==> config.mk <==
export PLATFORM = sky130hd
export DESIGN_NAME = pet_front
export DESIGN_NICKNAME = d
export VERILOG_FILES = /design/src/rtl/core/pet_pkg.sv /design/src/rtl/core/pet_front.sv
export SDC_FILE = /design/constraint.sdc
export NUM_CORES = 1
export LEC_CHECK = 0
export BUFFER_PORTS_ARGS = -buffer_cell sky130_fd_sc_hd__clkbuf_2
export CORE_AREA = 4 4 110 112
export DETAILED_ROUTE_END_ITERATION = 10
export DIE_AREA = 0 0 114 116
export GPL_ROUTABILITY_DRIVEN = 0
export PLACE_DENSITY = 0.68
export SLEW_MARGIN = 20
export SYNTH_ARGS = -nofsm -noshare
export SYNTH_HDL_FRONTEND = slang
export SYNTH_SLANG_ARGS = --single-unit
==> constraint.sdc <==
create_clock -name clk -period 4.1 [get_ports clk]
set_clock_uncertainty 0.05 [all_clocks]
set_input_delay 1.23 -clock clk [delete_from_list [all_inputs] [get_ports clk]]
set_output_delay 1.23 -clock clk [all_outputs]
set_load 0.1 [all_outputs]
==> src/rtl/core/pet_pkg.sv <==
package pet_pkg;

	localparam int MAX_VERTICES = 256;
	localparam int VIDX_W       = $clog2(MAX_VERTICES);
	localparam int CNT_W        = $clog2(MAX_VERTICES + 1);
	localparam int COORD_BITS   = 24;
	localparam int DELTA_W      = COORD_BITS + 1;
	localparam int BOX_W        = COORD_BITS + 2;
	localparam int PROD_W       = 2 * DELTA_W;
	localparam int CROSS_W      = PROD_W + 1;
	localparam int APROD_W      = 2 * COORD_BITS;
	localparam int AREA_W       = 57;
	localparam int EPS_W        = 24;
	localparam int MARGIN_W     = 8;
	localparam int CFG_IDX_W    = 2;
	localparam int CFG_DATA_W   = 24;

	typedef enum logic [CFG_IDX_W-1:0] {
		CFG_VERTEX_COUNT = 2'd0,
		CFG_CROSS_EPS    = 2'd1,
		CFG_COORD_EPS    = 2'd2
	} cfg_reg_t;

	typedef enum logic {
		REQ_WRITE = 1'b0,
		REQ_QUERY = 1'b1
	} req_kind_t;

	typedef struct packed {
		req_kind_t                     kind;
		logic [VIDX_W-1:0]             idx;
		logic signed [COORD_BITS-1:0]  x;
		logic signed [COORD_BITS-1:0]  y;
	} req_t;

	typedef struct packed {
		logic [CNT_W-1:0]    count;
		logic [EPS_W-1:0]    cross_eps;
		logic [MARGIN_W-1:0] coord_eps;
	} cfg_t;

endpackage

==> src/rtl/core/pet_front.sv <==
module pet_front (
	input  logic           clk,
	input  logic           arst_n,
	input  logic           in_valid,
	output logic           in_stall,
	input  pet_pkg::req_t  in_req,
	output logic           q_valid,
	output pet_pkg::req_t  q_req,
	input  logic           q_pop
);
	import pet_pkg::*;

	req_t       slot_q [2];
	logic       wr_ptr_q;
	logic       rd_ptr_q;
	logic [1:0] fill_q;
	logic       push;

	assign in_stall = (fill_q == 2'd2);
	assign push     = in_valid && !in_stall;
	assign q_valid  = (fill_q != 2'd0);
	assign q_req    = slot_q[rd_ptr_q];

	always_ff @(posedge clk) begin
		if (push) begin
			slot_q[wr_ptr_q] <= in_req;
		end
	end

	always_ff @(posedge clk or negedge arst_n) begin
		if (!arst_n) begin
			wr_ptr_q <= 1'b0;
			rd_ptr_q <= 1'b0;
			fill_q   <= 2'd0;
		end else begin
			if (push) begin
				wr_ptr_q <= ~wr_ptr_q;
			end
			if (q_pop) begin
				rd_ptr_q <= ~rd_ptr_q;
			end
			fill_q <= fill_q + {1'b0, push} - {1'b0, q_pop};
		end
	end

endmodule

==> summary.txt <==
Logic synthesis
  – Number of synthesized register bits: 118
  – Synth top area cells: edfxtp_1 78%, mux2_2 9.5%, mux2_4 6.9%
  – Distinct cell type count after synthesis: 15
  – Post-synth EDFFs: 114
  – YS warnings: 0
  – Synth top area share: 78.1%
  – Post-Syn Area per Cell: 22.6 µm²
  – Post-synth top cells: 114 x edfxtp_1, 37 x mux2_2, 20 x mux2_4
  – Yosys top cell by area: edfxtp_1
  – Mapped Area: about 4400 µm²
  – Fraction of registers with async set/reset: 3.39%
  – Synth Flop Type: edfxtp_1
  – Most frequent cell after synthesis: edfxtp_1
  – Sequential-to-total area share from yosys stat: 80.4%
  – Cells after Synth: approximately 190
  – Mapped Nets: 257

Critical path
  – Reg2reg setup slack: 2160 ps
  – CP bufs+invs: 2
  – CP Max Fanout: 35
  – R2R Path End: slot_q[1][21]
  – Data arrival, critical path: approximately 2200 ps
  – WS Path Type: register to output pin
  – CP max stage delay: between 700 and 800 ps
  – Nature of the critical path endpoint: output pin
  – CP delay by family, top: flip-flops
  – Crit-path cells: buf_4 > mux2_2 > clkbuf_2
  – Reg2reg start: fill_q[0]
  – CP startpoint kind: register
  – Reg2Reg Depth: 3
  – Crit-path slowest cell: dfrtp_4
  – CP Data Required Time: 2820 ps

Place
  – IO Port Bufs: ~120
  – Placed wire-length estimate: 4940 µm

Floorplan
  – Die area: 13,200 µm²
  – Die H: 116 µm
  – Die Wd: about 110 µm
  – CORE AREA: 11,200 µm²
  – Starting density of the core: 39.1%
  – IO Pins: 120
  – Core Rows: 39

STA
  – Pins over their slew limit: 0
  – Rel. slew slack: 54.0%
  – Fin crit share: 85.4%
  – # setup viols final: 0
  – Count of final hold-check violations: 0
  – RSZ-0062 raised after global routing: no
  – Crit path time final: roughly 3500 ps
  – Total Neg Setup Slack: 0 ps
  – Fmax: 286 MHz
  – Worst slew pin tran: between 600 and 700 ps

GRT
  – Vias in the first global route: 2,292
  – All-Layer GR Usage: between 10% and 20%
  – Total gr overflow: 0
  – Global-route wire length before repair: 11,600 µm
  – Largest net degree at the start of global routing: 37
  – Initial antenna violation count: 0

Detailed routing
  – DR vias/cell: around 4.5
  – Post-route ant nets: 0
  – Via count: 2,184
  – Initial DRC count: 67
  – DRC viols: 0
  – Router iterations before antenna repair: 4
  – WL final: 7400 µm
  – Routed len/inst: 15.2 µm

Final layout
  – Multi-input combinational cell area: 812 µm²
  – ANT cells: 0
  – Area growth from synthesis to layout: 32.7%
  – Storage cell area: 3530 µm²
  – Fillers: 955
  – Nets: between 300 and 400
  – Layout cells sized above 1: 62.3%

CTS
  – Skew-Pair Late Insertion Delay: 390 ps
  – CTS resizes: 0
  – Hold-fix buffers, CTS: 0
  – CTS Sinks: 118
  – Inserted Clock Buffers: 17
  – H-tree level count: 4
  – TritonCTS clock tree: yes
  – Max clock buf depth: 2
  – Worst-path clk slew: 50 ps
  – Clock root buffer: clkbuf_16
  – Post-CTS Setup Inserts: 0

Hold path
  – Worst hold path class: register to register
  – HP Start: fill_q[0]
  – Hold depth: 1
  – Hold Path End: fill_q[0]

Job
  – Maxcap violations: 0

Run status
  – Outcome: complete, no violations
[flip-flops by register name (all words and copies together) (netlist names)]
signal,cells
slot_q,114
fill_q,2
rd_ptr_q,1
wr_ptr_q,1
[per-layer routing]
| layer | part of all wire (%) | global-route usage, % | routed length (µm) | up-vias |
|---|---|---|---|---|
| met5 | 0 | 0 | 0 | - |
| met1 | 40 | 14.1 | 2990 | 1050 |
| li1 | - | - | - | 1045 |
| met4 | 0.95 | 4.28 | 70 | 0 |
| met2 | 51 | 19.6 | 3810 | 80 |
| met3 | 7.3 | 5.17 | 539 | 9 |
[final cells by class]
cell class	count	share of cell area (%)
clock inverters	14	3.57
well taps	143	3.08
flip-flops and latches	118	60.6
multi-input cells	68	14.0
clock buffers	18	7.38
repair buffers	125	11.2
inverters	2	0.129
[cells in the final DEF, fill, tap and decap left out]
master,count
clkbuf_16,17
and3_2,1
nor2_4,1
dfrtp_4,1
xor2_1,1
nand2b_1,1
clkinv_1,2
clkinv_2,2
dfrtp_1,3
clkinv_4,2
or2_2,1
clkbuf_2,119
clkinvlp_4,3
ha_1,2
edfxtp_1,114
clkbuf_1,1
buf_4,5
nand2_1,1
xnor2_1,3
buf_12,1
mux2_2,37
mux2_4,20
inv_1,2
bufinv_16,5
[metrics by stage]
step | area [µm²] | utilization (%) | hold WS, ps | setup slack, ps | std cells
3_3_place_gp | 5180 | 46.1 | 444 | 970 | 456
3_5_place_dp | 5180 | 46.1 | 461 | 966 | 456
2_1_floorplan | 4390 | - | 428 | 819 | 194
6_report | 5820 | 51.8 | 485 | 600 | 488
4_1_cts | 5820 | 51.8 | 492 | 543 | 488
5_1_grt | 5820 | 51.8 | 540 | 474 | 488
[cell families (layout without fill, tap and decap cells)]
group                      Yosys count  count (layout)  share of synthesized area, %
muxes                               57              57                          16.4
DFF                                118             118                          80.4
and+or+nand+nor                      5               5                         0.600
xor gates and xnor gates             4               4                         0.799
adders and majority gates            2               2                         0.571
buffers and inverters                8             159                          1.28
[how the worst max path moves through the flow]
stage / startpoint / end / slack, ps / depth (start not counted)
after global placement: rd_ptr_q / q_req[25] / 970 / 3
after global routing: rd_ptr_q / q_req[25] / 470 / 3
final: rd_ptr_q / q_req[25] / 600 / 3
after floorplan: in_valid / slot_q[0][0] / 820 / 2
after detailed placement: rd_ptr_q / q_req[25] / 970 / 3
after CTS: rd_ptr_q / q_req[16] / 540 / 3
Power is not shown: default switching activity piles up to over one toggle a cycle in this logic, so the estimate is an artifact.
